`config.mk`:
```
export PLATFORM = sky130hd
export DESIGN_NAME = fpa_back
export DESIGN_NICKNAME = d
export VERILOG_FILES = /design/src/rtl/fpa_pkg.sv /design/src/rtl/fpa_back.sv
export SDC_FILE = /design/constraint.sdc
export NUM_CORES = 1
export LEC_CHECK = 0
export ABC_AREA = 1
export BUFFER_PORTS_ARGS = -buffer_cell sky130_fd_sc_hd__buf_2
export CAP_MARGIN = 20
export CORE_MARGIN = 2
export CORE_UTILIZATION = 56
export DETAILED_ROUTE_END_ITERATION = 10
export PLACE_DENSITY = 0.89
export SLEW_MARGIN = 20
export SYNTH_ARGS = -nofsm -noshare
export SYNTH_HDL_FRONTEND = slang
export SYNTH_SLANG_ARGS = --single-unit
```
`constraint.sdc`:
```
create_clock -name clock -period 5.3 [get_ports clock]
set_input_delay 0.53 -clock clock [delete_from_list [all_inputs] [get_ports clock]]
set_output_delay 0.53 -clock clock [all_outputs]
set_load 0.05 [all_outputs]
```
`src/rtl/fpa_pkg.sv`:
```
`timescale 1ns / 1ps
`default_nettype none
// ----------------------------------------------------------------------------
// Fixed-point ALU package
// Operation codes, error codes, shared types and saturation helpers.
// ----------------------------------------------------------------------------
package fpa_pkg;

   localparam int DATA_W    = 32;
   localparam int MODE_W    = 4;
   localparam int ERR_W     = 2;
   localparam int WIDE_W    = 48;
   localparam int DIV_STEPS = 4;
   localparam int FRAC_BITS_DEFAULT = 8;

   localparam logic [MODE_W-1:0] MODE_ADD     = 4'd0;
   localparam logic [MODE_W-1:0] MODE_SUB     = 4'd1;
   localparam logic [MODE_W-1:0] MODE_MUL     = 4'd2;
   localparam logic [MODE_W-1:0] MODE_DIV     = 4'd3;
   localparam logic [MODE_W-1:0] MODE_LT      = 4'd4;
   localparam logic [MODE_W-1:0] MODE_GT      = 4'd5;
   localparam logic [MODE_W-1:0] MODE_LE      = 4'd6;
   localparam logic [MODE_W-1:0] MODE_GE      = 4'd7;
   localparam logic [MODE_W-1:0] MODE_NE      = 4'd8;
   localparam logic [MODE_W-1:0] MODE_MIN     = 4'd9;
   localparam logic [MODE_W-1:0] MODE_MAX     = 4'd10;
   localparam logic [MODE_W-1:0] MODE_INC     = 4'd11;
   localparam logic [MODE_W-1:0] MODE_DEC     = 4'd12;
   localparam logic [MODE_W-1:0] MODE_TOINT   = 4'd13;
   localparam logic [MODE_W-1:0] MODE_FROMINT = 4'd14;

   localparam logic [ERR_W-1:0] ERR_NONE = 2'd0;
   localparam logic [ERR_W-1:0] ERR_OVF  = 2'd1;
   localparam logic [ERR_W-1:0] ERR_DIV0 = 2'd2;

   localparam logic [DATA_W-1:0] S32_MAX = 32'h7fff_ffff;
   localparam logic [DATA_W-1:0] S32_MIN = 32'h8000_0000;
   localparam logic signed [WIDE_W-1:0] WIDE_MAX = 48'sd2147483647;
   localparam logic signed [WIDE_W-1:0] WIDE_MIN = -48'sd2147483648;

   typedef struct packed {
      logic              ovf;
      logic [DATA_W-1:0] value;
   } sat_type;

   typedef struct packed {
      logic [MODE_W-1:0] mode;
      logic [DATA_W-1:0] simple_value;
      logic              simple_ovf;
      logic              compare_true;
      logic [63:0]       prod_mag;
      logic              prod_neg;
      logic              div_zero;
   } op_type;

   typedef struct packed {
      logic [ERR_W-1:0]  error_code;
      logic              compare_true;
      logic [DATA_W-1:0] result_value;
   } result_type;

   function automatic sat_type sat_wide(input logic signed [WIDE_W-1:0] v);
      sat_type r;
      if (v > WIDE_MAX) begin
         r.ovf   = 1'b1;
         r.value = S32_MAX;
      end else if (v < WIDE_MIN) begin
         r.ovf   = 1'b1;
         r.value = S32_MIN;
      end else begin
         r.ovf   = 1'b0;
         r.value = v[DATA_W-1:0];
      end
      return r;
   endfunction

   function automatic sat_type sat_mag(input logic [63:0] m, input logic neg);
      sat_type r;
      if (neg) begin
         r.ovf   = (m > 64'h8000_0000);
         r.value = r.ovf ? S32_MIN : (32'd0 - m[DATA_W-1:0]);
      end else begin
         r.ovf   = (m > 64'h7fff_ffff);
         r.value = r.ovf ? S32_MAX : m[DATA_W-1:0];
      end
      return r;
   endfunction

endpackage
`default_nettype wire

```
`src/rtl/fpa_back.sv`:
```
`timescale 1ns / 1ps
`default_nettype none
// ----------------------------------------------------------------------------
// Fixed-point ALU output stage
// Rounds the product and the quotient, saturates them and selects the result
// into the output register.
// ----------------------------------------------------------------------------
module fpa_back #(
   parameter int FRAC_BITS = fpa_pkg::FRAC_BITS_DEFAULT,
   parameter int QUO_W     = 40
) (
   input  wire                         clock,
   input  wire                         reset,
   input  wire                         in_valid,
   output logic                        in_ready,
   input  wire  [QUO_W-1:0]            in_quo,
   input  wire  [fpa_pkg::DATA_W-1:0]  in_rem,
   input  wire  [fpa_pkg::DATA_W-1:0]  in_den,
   input  wire  fpa_pkg::op_type       in_op,
   output logic                        out_valid,
   input  wire                         out_ready,
   output fpa_pkg::result_type         out_result
);

   localparam logic [63:0] HALF = (64'd1 << FRAC_BITS) >> 1;

   logic [63:0]          prod_round;
   logic                 round_up;
   logic [QUO_W:0]       quo_round;
   fpa_pkg::sat_type     mul_sat;
   fpa_pkg::sat_type     div_sat;
   fpa_pkg::result_type  result_in;
   fpa_pkg::result_type  result_ff;
   logic                 valid_ff;

   assign prod_round = (in_op.prod_mag + HALF) >> FRAC_BITS;
   assign round_up   = ({in_rem, 1'b0} >= {1'b0, in_den});
   assign quo_round  = (QUO_W+1)'(in_quo) + (QUO_W+1)'(round_up);
   assign mul_sat    = fpa_pkg::sat_mag(prod_round, in_op.prod_neg);
   assign div_sat    = fpa_pkg::sat_mag(64'(quo_round), in_op.prod_neg);

   always_comb begin
      result_in.compare_true = in_op.compare_true;
      case (in_op.mode)
         fpa_pkg::MODE_MUL: begin
            result_in.result_value = mul_sat.value;
            result_in.error_code   = mul_sat.ovf ? fpa_pkg::ERR_OVF : fpa_pkg::ERR_NONE;
         end
         fpa_pkg::MODE_DIV: begin
            if (in_op.div_zero) begin
               result_in.result_value = in_op.simple_value;
               result_in.error_code   = fpa_pkg::ERR_DIV0;
            end else begin
               result_in.result_value = div_sat.value;
               result_in.error_code   = div_sat.ovf ? fpa_pkg::ERR_OVF : fpa_pkg::ERR_NONE;
            end
         end
         default: begin
            result_in.result_value = in_op.simple_value;
            result_in.error_code   = in_op.simple_ovf ? fpa_pkg::ERR_OVF : fpa_pkg::ERR_NONE;
         end
      endcase
   end

   assign in_ready = !valid_ff || out_ready;

   always_ff @(posedge clock) begin
      if (reset) begin
         valid_ff <= 1'b0;
      end else if (in_ready) begin
         valid_ff <= in_valid;
      end
   end

   always_ff @(posedge clock) begin
      if (in_ready) begin
         result_ff <= result_in;
      end
   end

   assign out_valid  = valid_ff;
   assign out_result = result_ff;

endmodule
`default_nettype wire

```
==> summary.md <==
| Metric | Value |
|---|---|
| Endpoints failing hold | `0` |
| Largest net degree at the start of global routing | `55` |
| Final net count | `roughly 2400` |
| Count leader, synth | `nand2_1` |
| CTS tree | `built` |
| Initial DRT Pass Iterations | `9` |
| Vias | `roughly 13000` |
| First-pass GRT wire length | `54870 um` |
| Row cnt | `47` |
| Via density | `~5.4` |
| Grt total ovfl | `0` |
| Routed length per placed instance | `14.72 um` |
| Async set-reset flop share out of synthesis | `0%` |
| Layout cells sized above 1 | `around 15%` |
| Gp weighted congestion | `1.065` |
| DR iter-0 viols | `1235` |
| Final period utilization | `approximately 92%` |
| Cell area after synthesis | `9557 um^2` |
| Leading area contributor after synthesis | `nand2_1` |
| WHS | `0.3911 ns` |
| Syn_nets | `between 2000 and 2500` |
| Max-cap viol count | `0` |
| Final setup viols | `0` |
| Initial antenna violation count | `0` |
| Min Tclk post-route | `roughly 4.9 ns` |
| Buf+Inv Stages, Crit Path | `3` |
| Gate Count Post-Synth | `roughly 1900` |
| Top FF cell, synth | `edfxtp_1` |
| Area grow syn2layout | `16.18%` |
| Worst Skew | `between 0.003 and 0.004 ns` |
| Actual slew at the worst max-slew pin | `1.076 ns` |
| Crit Path Max Fanout | `30` |
| Inst Count DP | `2356` |
| Fillers | `between 1500 and 2000` |
| Clock latency on the worst-skew pair | `~0.29 ns` |
| H-tree levels | `2` |
| Slowest cell on crit path | `o41ai_1` |
| Element type at the critical path end | `flop` |
| Die W | `around 130 um` |
| Number of global-route vias before repair | `~11000` |
| Hold Crit Class | `in2reg` |
| Crit start category | `input port` |
| Post-synthesis sequential area ratio | `between 10% and 20%` |
| Cts hold-fix bufs | `0` |
| DRC | `0` |
| Crit path max-delay family | `simple AND/OR/NAND/NOR gates` |
| Fmax | `roughly 200 MHz` |
| Number of port buffers | `~240` |
| Number of flops mapped to enable cells by yosys | `35` |
| Clk pin slew, worst setup/hold paths | `0.06 ns` |
| Fin Setup TNS | `0 ns` |
| Avg Cell Area, Syn | `between 4 and 5 um^2` |
| Area of the core | `approximately 17000 um^2` |
| Worst VDD drop | `between 100 and 150 uV` |
| Crit path DAT | `5.02 ns` |
| Clock Path Buffers | `2` |
| GRT Total Usage | `37.43%` |
| Post-synthesis cell type count | `41` |
| Synth top area cells | `nand2_1 (32%), nor2_1 (12%), edfxtp_1 (11%), inv_1 (10%), nand3_1 (6.2%)` |
| Worst EP required | `between 5 and 6 ns` |
| Final wirelength | `~35000 um` |
| Pwr Density | `around 110 nW/um^2` |
| I/O Pins | `about 250` |
| Post-synth top cells | `nand2_1 (808), nor2_1 (313), inv_1 (264), nand3_1 (118), a21oi_1 (58)` |
| Slew Viols, Final | `0` |
| Crit path largest cell delay | `0.31 ns` |
| Antenna Cells | `0` |
| Leak | `approximately 6 nW` |
| CTS Buf Count | `5` |
| YS warnings | `0` |
| Initial cell density of the core | `a little under three fifths` |
| Top-area cell type share of the netlist area | `between 30% and 40%` |
| Crit path kind | `in2reg` |
| Most used cell, CP | `nand2_1` |
| Die area | `18130 um^2` |
| Outcome | `complete, no violations` |
| Synth Register Bits | `36` |
| CTS sink count | `36` |
| DP HPWL | `slightly below 30000 um` |
| Remaining antenna violation count after routing | `0` |
| RSZ-0062 raised after global routing | `no` |
| Root Buffer | `clkbuf_16` |
| Fin cells | `between 2000 and 2500` |
| Slew HR | `28.18%` |
| Die Ht | `134.6 um` |
-- stage by stage --
| stage | setup WS (ns) | util, % | power (mW) | area (um^2) |
|---|---|---|---|---|
| floorplan | 1.211 | - | 0.7307 | 9557 |
| global placement | 0.3384 | 65.76 | 0.9293 | 10940 |
| detailed placement | 0.2171 | 65.76 | 0.9445 | 10940 |
| CTS | 0.5012 | 66.68 | 1.265 | 11100 |
| global route | 0.1146 | 66.72 | 1.347 | 11100 |
| finish | 0.4181 | 66.72 | 1.276 | 11100 |
-- what timing repair did --
item                                   CTS  global route
gates resized for setup                  0             1
setup buffers                            0             0
endpoints found under the hold margin    0             0
setup endpoints to repair                0             6
-- worst paths after layout --
| path | start | end | slack, ns | cells past startpoint |
|---|---|---|---|---|
| worst min-delay path | reset | out_valid | 0.39 | 2 |
| worst max-delay path | in_rem[1] | out_result[9] | 0.42 | 30 |
| worst max register to register | out_valid | out_result[5] | 3.88 | 1 |
| worst min register to register | out_valid | out_valid | 1.19 | 2 |
-- power by group --
group          leakage (nW)  total [mW]  switching [mW]  internal (mW)
clock                0.0772       0.325           0.136          0.189
combinational          5.64       0.602           0.418          0.184
sequential            0.376       0.349         0.00699          0.342
total                  6.10        1.28           0.562          0.714
-- cell type report --
type                    count  area [um^2]  share of cell area (%)
multi-input cells        1579         7288                   65.64
flip-flops and latches     36         1071                   9.646
clock inverters             2        13.76                  0.1240
clock buffers               6        138.9                   1.251
repair buffers            250         1299                   11.70
well taps                 220        275.3                   2.479
inverters                 271         1017                   9.162
-- cell families after synthesis --
logic type | count (synthesis) | share of synthesized area (%)
and+or+nand+nor | 1381 | 60.89
buffers and inverters | 301 | 12.70
AOI/OAI and AO/OA | 126 | 7.109
adders and majority gates | 38 | 4.975
DFF | 36 | 11.21
xor gates and xnor gates | 34 | 3.116
-- registers in the layout, indices dropped and copies added, names as in the netlist --
name        cells
out_result     35
out_valid       1
-- metal layers --
layer	up-vias	share of wire (%)	global-route usage (%)	wire length [um]
met5	-	0	0	0
met4	0	3.9	14.80	1370
met3	104	8.6	2.965	2989
met2	652	46	64.78	16130
met1	5570	41	48.29	14310
li1	6408	-	-	-
-- placed cells by master, fill, tap and decap left out, types with 6 or more instances in the layout --
cell	n
a21oi_1	58
buf_2	241
buf_4	7
edfxtp_1	35
ha_1	38
inv_1	264
inv_2	6
nand2_1	807
nand2_2	17
nand3_1	118
nand3b_1	9
nand4_1	41
nor2_1	310
nor2_2	22
nor2_4	15
nor3_1	25
o21ai_0	28
o21ai_1	21
o21bai_1	12
xor2_1	29
Note: power is estimated with default switching activity, not from simulation.
