`config.mk`:
```
export PLATFORM = sky130hd
export DESIGN_NAME = fpa_front
export DESIGN_NICKNAME = d
export VERILOG_FILES = /design/src/rtl/fpa_pkg.sv /design/src/rtl/fpa_front.sv
export SDC_FILE = /design/constraint.sdc
export NUM_CORES = 2
export LEC_CHECK = 0
export CORE_MARGIN = 8
export CORE_UTILIZATION = 50
export CTS_BUF_LIST = sky130_fd_sc_hd__clkbuf_4 sky130_fd_sc_hd__clkbuf_8
export CTS_CLUSTER_SIZE = 30
export DETAILED_ROUTE_END_ITERATION = 8
export DONT_BUFFER_PORTS = 1
export GPL_TIMING_DRIVEN = 1
export PLACE_DENSITY = 0.76
export SLEW_MARGIN = 20
export SYNTH_ARGS = -nofsm -noshare
export SYNTH_HDL_FRONTEND = slang
export SYNTH_SLANG_ARGS = --single-unit
```
`constraint.sdc`:
```
create_clock -name clock -period 14.7 [get_ports clock]
set_input_delay 0.735 -clock clock [delete_from_list [all_inputs] [get_ports clock]]
set_output_delay 0.735 -clock clock [all_outputs]
set_load 0.05 [all_outputs]
```
`src/rtl/fpa_pkg.sv`:
```
`timescale 1ns / 1ps
`default_nettype none
// ----------------------------------------------------------------------------
// Fixed-point ALU package
// Operation codes, error codes, shared types and saturation helpers.
// ----------------------------------------------------------------------------
package fpa_pkg;

   localparam int DATA_W    = 32;
   localparam int MODE_W    = 4;
   localparam int ERR_W     = 2;
   localparam int WIDE_W    = 48;
   localparam int DIV_STEPS = 4;
   localparam int FRAC_BITS_DEFAULT = 8;

   localparam logic [MODE_W-1:0] MODE_ADD     = 4'd0;
   localparam logic [MODE_W-1:0] MODE_SUB     = 4'd1;
   localparam logic [MODE_W-1:0] MODE_MUL     = 4'd2;
   localparam logic [MODE_W-1:0] MODE_DIV     = 4'd3;
   localparam logic [MODE_W-1:0] MODE_LT      = 4'd4;
   localparam logic [MODE_W-1:0] MODE_GT      = 4'd5;
   localparam logic [MODE_W-1:0] MODE_LE      = 4'd6;
   localparam logic [MODE_W-1:0] MODE_GE      = 4'd7;
   localparam logic [MODE_W-1:0] MODE_NE      = 4'd8;
   localparam logic [MODE_W-1:0] MODE_MIN     = 4'd9;
   localparam logic [MODE_W-1:0] MODE_MAX     = 4'd10;
   localparam logic [MODE_W-1:0] MODE_INC     = 4'd11;
   localparam logic [MODE_W-1:0] MODE_DEC     = 4'd12;
   localparam logic [MODE_W-1:0] MODE_TOINT   = 4'd13;
   localparam logic [MODE_W-1:0] MODE_FROMINT = 4'd14;

   localparam logic [ERR_W-1:0] ERR_NONE = 2'd0;
   localparam logic [ERR_W-1:0] ERR_OVF  = 2'd1;
   localparam logic [ERR_W-1:0] ERR_DIV0 = 2'd2;

   localparam logic [DATA_W-1:0] S32_MAX = 32'h7fff_ffff;
   localparam logic [DATA_W-1:0] S32_MIN = 32'h8000_0000;
   localparam logic signed [WIDE_W-1:0] WIDE_MAX = 48'sd2147483647;
   localparam logic signed [WIDE_W-1:0] WIDE_MIN = -48'sd2147483648;

   typedef struct packed {
      logic              ovf;
      logic [DATA_W-1:0] value;
   } sat_type;

   typedef struct packed {
      logic [MODE_W-1:0] mode;
      logic [DATA_W-1:0] simple_value;
      logic              simple_ovf;
      logic              compare_true;
      logic [63:0]       prod_mag;
      logic              prod_neg;
      logic              div_zero;
   } op_type;

   typedef struct packed {
      logic [ERR_W-1:0]  error_code;
      logic              compare_true;
      logic [DATA_W-1:0] result_value;
   } result_type;

   function automatic sat_type sat_wide(input logic signed [WIDE_W-1:0] v);
      sat_type r;
      if (v > WIDE_MAX) begin
         r.ovf   = 1'b1;
         r.value = S32_MAX;
      end else if (v < WIDE_MIN) begin
         r.ovf   = 1'b1;
         r.value = S32_MIN;
      end else begin
         r.ovf   = 1'b0;
         r.value = v[DATA_W-1:0];
      end
      return r;
   endfunction

   function automatic sat_type sat_mag(input logic [63:0] m, input logic neg);
      sat_type r;
      if (neg) begin
         r.ovf   = (m > 64'h8000_0000);
         r.value = r.ovf ? S32_MIN : (32'd0 - m[DATA_W-1:0]);
      end else begin
         r.ovf   = (m > 64'h7fff_ffff);
         r.value = r.ovf ? S32_MAX : m[DATA_W-1:0];
      end
      return r;
   endfunction

endpackage
`default_nettype wire

```
`src/rtl/fpa_front.sv`:
```
`timescale 1ns / 1ps
`default_nettype none
// ----------------------------------------------------------------------------
// Fixed-point ALU front stage
// Decodes the operation, forms the simple results, the magnitude product and
// the divider start values, and registers them.
// ----------------------------------------------------------------------------
module fpa_front #(
   parameter int FRAC_BITS = fpa_pkg::FRAC_BITS_DEFAULT,
   parameter int QUO_W     = 40
) (
   input  wire                             clock,
   input  wire                             reset,
   input  wire                             in_valid,
   output logic                            in_ready,
   input  wire  [fpa_pkg::MODE_W-1:0]      in_mode,
   input  wire  [fpa_pkg::DATA_W-1:0]      in_a,
   input  wire  [fpa_pkg::DATA_W-1:0]      in_b,
   output logic                            out_valid,
   input  wire                             out_ready,
   output logic [QUO_W-1:0]                out_num,
   output logic [fpa_pkg::DATA_W-1:0]      out_den,
   output fpa_pkg::op_type                 out_op
);

   logic signed [fpa_pkg::DATA_W-1:0] a_s;
   logic signed [fpa_pkg::DATA_W-1:0] b_s;
   logic [fpa_pkg::DATA_W-1:0]        mag_a;
   logic [fpa_pkg::DATA_W-1:0]        mag_b;
   logic                              lt;
   logic                              eq;
   logic signed [fpa_pkg::WIDE_W-1:0] wide;
   fpa_pkg::sat_type                  sat;
   fpa_pkg::op_type                   op_in;
   logic                              valid_ff;
   fpa_pkg::op_type                   op_ff;
   logic [QUO_W-1:0]                  num_ff;
   logic [fpa_pkg::DATA_W-1:0]        den_ff;

   assign a_s   = in_a;
   assign b_s   = in_b;
   assign mag_a = in_a[fpa_pkg::DATA_W-1] ? (32'd0 - in_a) : in_a;
   assign mag_b = in_b[fpa_pkg::DATA_W-1] ? (32'd0 - in_b) : in_b;
   assign lt    = (a_s < b_s);
   assign eq    = (in_a == in_b);

   always_comb begin
      case (in_mode)
         fpa_pkg::MODE_ADD:     wide = 48'(a_s) + 48'(b_s);
         fpa_pkg::MODE_SUB:     wide = 48'(a_s) - 48'(b_s);
         fpa_pkg::MODE_INC:     wide = 48'(a_s) + 48'sd1;
         fpa_pkg::MODE_DEC:     wide = 48'(a_s) - 48'sd1;
         fpa_pkg::MODE_FROMINT: wide = 48'(a_s) <<< FRAC_BITS;
         fpa_pkg::MODE_TOINT:   wide = 48'(a_s >>> FRAC_BITS);
         fpa_pkg::MODE_MIN:     wide = lt ? 48'(a_s) : 48'(b_s);
         fpa_pkg::MODE_MAX:     wide = lt ? 48'(b_s) : 48'(a_s);
         fpa_pkg::MODE_DIV: begin
            if (a_s < 0) begin
               wide = fpa_pkg::WIDE_MIN;
            end else begin
               wide = fpa_pkg::WIDE_MAX;
            end
         end
         default:               wide = '0;
      endcase
   end

   assign sat = fpa_pkg::sat_wide(wide);

   always_comb begin
      op_in.mode         = in_mode;
      op_in.simple_value = sat.value;
      op_in.simple_ovf   = sat.ovf;
      op_in.prod_mag     = 64'(mag_a) * 64'(mag_b);
      op_in.prod_neg     = in_a[fpa_pkg::DATA_W-1] ^ in_b[fpa_pkg::DATA_W-1];
      op_in.div_zero     = (in_mode == fpa_pkg::MODE_DIV) && (in_b == '0);
      case (in_mode)
         fpa_pkg::MODE_LT: op_in.compare_true = lt;
         fpa_pkg::MODE_GT: op_in.compare_true = !lt && !eq;
         fpa_pkg::MODE_LE: op_in.compare_true = lt || eq;
         fpa_pkg::MODE_GE: op_in.compare_true = !lt;
         fpa_pkg::MODE_NE: op_in.compare_true = !eq;
         default:          op_in.compare_true = 1'b0;
      endcase
   end

   assign in_ready = !valid_ff || out_ready;

   always_ff @(posedge clock) begin
      if (reset) begin
         valid_ff <= 1'b0;
      end else if (in_ready) begin
         valid_ff <= in_valid;
      end
   end

   always_ff @(posedge clock) begin
      if (in_ready) begin
         op_ff  <= op_in;
         num_ff <= QUO_W'(mag_a) << FRAC_BITS;
         den_ff <= mag_b;
      end
   end

   assign out_valid = valid_ff;
   assign out_op    = op_ff;
   assign out_num   = num_ff;
   assign out_den   = den_ff;

endmodule
`default_nettype wire

```
==> out/results.md <==
| Result | Reported | Unit |
|---|---|---|
| Largest cells by area after synthesis | sky130_fd_sc_hd__fa_1 40%, sky130_fd_sc_hd__edfxtp_1 11%, sky130_fd_sc_hd__ha_1 9.1% | - |
| Top cells by count, synth | 995 x sky130_fd_sc_hd__inv_1, 898 x sky130_fd_sc_hd__fa_1, 653 x sky130_fd_sc_hd__nor2_1 | - |
| Number of iterations in the first detailed-routing pass | 8 | - |
| Type of origin of the critical path | input pin | - |
| Clock input transition at the sequential cells of the worst setup and hold paths | 0.10 | ns |
| Critical Path Source | in_b[4] | - |
| Critical path endpoint category | register | - |
| Drt initial violations | 4382 | - |
| Fill cell total of the finished layout | 8138 | - |
| Most used standard cell by instance count after synthesis | sky130_fd_sc_hd__inv_1 | - |
| Average via count per standard cell | 6.29 | - |
| GR Util All Layers | 33.7 | % |
| Count of flip-flops with a built-in enable after synthesis | 168 | - |
| Leftover overflow at the end of global routing | 0 | - |
| DRC violations left | 0 | - |
| Aggregate negative setup slack | 0 | ns |
| Post-synthesis to final-layout area growth | 3.89 | % |
| Pin slew with the least headroom to its limit | 1.16 | ns |
| Initial antenna violation count | 2 | - |
| RSZ-0062 raised after global routing | no | - |
| Clock root buffer master | sky130_fd_sc_hd__clkbuf_8 | - |
| Slew Limit Headroom | 22.3 | % |
| Tmin final | 11.71 | ns |
| Hold Startpoint | reset | - |
| Fraction of layout instances using a drive strength above 1 | 4.21 | % |
| Vias | 39000 | - |
| Post-CTS setup buffer count | 0 | - |
| TritonCTS clock tree | done | - |
| Fin Hold WS | 0.183 | ns |
| #FFs+latches synth | 169 | - |
| Fraction of post-synthesis cell area in the top cell type by area | 39.7 | % |
| Final GP Congestion | 1.03 | - |
| Routed Antenna Nets | 0 | - |
| Fin Clk Skew | 0.0270 | ns |
| Full die area | 100000 | um^2 |
| Ratio of final minimum period to clock period | 79.7 | % |
| Number of placement rows | 110 | - |
| Synthesis warning total | 0 | - |
| CP required | 15.08 | ns |
| Worst EP arrival | 12.09 | ns |
| Routed len/inst | 27.1 | um |
| Number of distinct library cells after synthesis | 88 | - |
| Die height | 317 | um |
| Vias in the first global route | 40700 | - |
| Mapped Cells | 5195 | - |
| Final Net Count | 6318 | - |
| H-tree levels | 4 | - |
| Number of setup violations in the final report | 0 | - |
| Worst skew pair latency | 0.63 | ns |
| Share of flip-flops with an asynchronous set or reset after synthesis | 0 | % |
| Buffers added on ports | 0 | - |
| Pins over their slew limit | 0 | - |
| Start of the worst register-to-register path | out_valid | - |
| I/O pin count | 250 | - |
| Maximum clock frequency | 85.4 | MHz |
| Post-DP HPWL | 127000 | um |
| Outcome | complete, no violations | - |
| Pin count of the biggest net entering global routing | 60 | - |
| Width of the chip | 317 | um |
| Final-report hold violation count | 0 | - |
| Clk buf depth | 2 | - |
| Path class of the lowest-slack min-delay path | input pin to register | - |
| Post-synth top area cell | sky130_fd_sc_hd__fa_1 | - |
| Number of buffers created by CTS | 17 | - |
| Overall routed net length | 168000 | um |
| Slowest cell delay on critical path | 0.79 | ns |
| Combined area of all synthesized cells | 45200 | um^2 |
| Crit Path Class | input pin to register | - |
| Slowest cell on crit path | sky130_fd_sc_hd__clkinv_1 | - |
| Critical path fanouts, max | 18 | - |
| Fin util | 52.3 | % |
| Initial core utilization | 50.3 | % |
| Number of hold buffers added after cts | 0 | - |
| Synth Flop Type | sky130_fd_sc_hd__edfxtp_1 | - |
| Post-cts sizing count | 0 | - |
| Floorplan Core Area | 89900 | um^2 |
| Library cell appearing most often on the critical path | sky130_fd_sc_hd__fa_1 | - |
| CTS sink count | 169 | - |
| Mean instance size in the synthesized netlist | 8.71 | um^2 |
| Sequential-to-total area share from yosys stat | 11.2 | % |
| Max capacitance violation total | 0 | - |
| First-pass GRT wire length | 253000 | um |
-- cell type report --
class / instances / area [um^2] / area share, %
multi-input combinational: 3713 / 35500 / 75.6
clock buffer: 18 / 241 / 0.514
sequential: 169 / 5060 / 10.8
timing repair buffer: 95 / 713 / 1.52
inverter: 1022 / 3840 / 8.16
antenna: 2 / 5.00 / 0.0106
tap: 1176 / 1470 / 3.13
clock inverter: 14 / 124 / 0.264
-- sequential cells by signal, summed over array words and instances (netlist names) --
register and flops:
out_op 104, out_valid 1, out_num 32, out_den 32
-- cell families (layout without fill, tap and decap cells) --
| logic type | count (synthesis) | after routing | share of synthesized area (%) |
|---|---|---|---|
| and+or+nand+nor | 1598 | 1598 | 14.9 |
| buffers and inverters | 1320 | 1149 | 11.1 |
| adders and majority gates | 1228 | 1228 | 48.9 |
| AOI/OAI and AO/OA | 727 | 727 | 10.9 |
| DFF | 169 | 169 | 11.2 |
| xor gates and xnor gates | 137 | 137 | 2.65 |
| muxes | 15 | 15 | 0.337 |
| other | 1 | 10 | 0.00829 |
-- layer usage --
metal	global-route usage, %	up-vias	wire, um
met2	51.2	2969	73300
met3	11.8	834	23500
met1	41.2	19300	58500
li1	-	15900	-
met4	20.7	0	12700
met5	0	-	0
-- critical path: cells and delay by family --
| kind | cells | cell delay, ns |
|---|---|---|
| adder cells (fa/ha/maj) | 9 | 4.32 |
| AO/OA/AOI/OAI | 7 | 2.46 |
| AND/OR/NAND/NOR | 9 | 2.80 |
| buffers and inverters | 6 | 1.46 |
| XOR/XNOR | 2 | 0.28 |
-- layout by cell type (no fill, tap or decap), types with 25 or more instances in the layout --
cell / instances
sky130_fd_sc_hd__nor3_1: 53
sky130_fd_sc_hd__nor4_1: 27
sky130_fd_sc_hd__o21bai_1: 31
sky130_fd_sc_hd__nand2_1: 618
sky130_fd_sc_hd__a221oi_1: 38
sky130_fd_sc_hd__o21ai_0: 134
sky130_fd_sc_hd__nand2b_1: 36
sky130_fd_sc_hd__inv_1: 995
sky130_fd_sc_hd__a21oi_1: 187
sky130_fd_sc_hd__xnor2_1: 55
sky130_fd_sc_hd__buf_4: 95
sky130_fd_sc_hd__fa_1: 898
sky130_fd_sc_hd__nand4_1: 32
sky130_fd_sc_hd__a21o_1: 50
sky130_fd_sc_hd__clkinv_1: 27
sky130_fd_sc_hd__nor2_1: 653
sky130_fd_sc_hd__xnor2_2: 28
sky130_fd_sc_hd__and3_1: 25
sky130_fd_sc_hd__xor2_1: 44
sky130_fd_sc_hd__nand3_1: 53
sky130_fd_sc_hd__ha_1: 330
sky130_fd_sc_hd__o31ai_1: 40
sky130_fd_sc_hd__edfxtp_1: 168
-- path summary, 6_finish.rpt --
check                                   end  slack [ns]  cells past startpoint
worst min-delay path              out_valid        0.18                      1
worst min register to register    out_valid        0.96                      2
worst max-delay path             out_op[61]        2.99                     33
worst max register to register  out_num[33]       12.02                      3
-- stage by stage --
stage,worst slack (ns),instances,cell area (um^2)
after detailed placement,2.67,6175,46600
after CTS,3.36,6207,47000
after global placement,2.87,6175,46600
after floorplan,4.10,5202,45300
final,2.99,6209,47000
after global routing,2.63,6208,47000
Power is not shown: default switching activity piles up to over one toggle a cycle in this logic, so the estimate is an artifact.
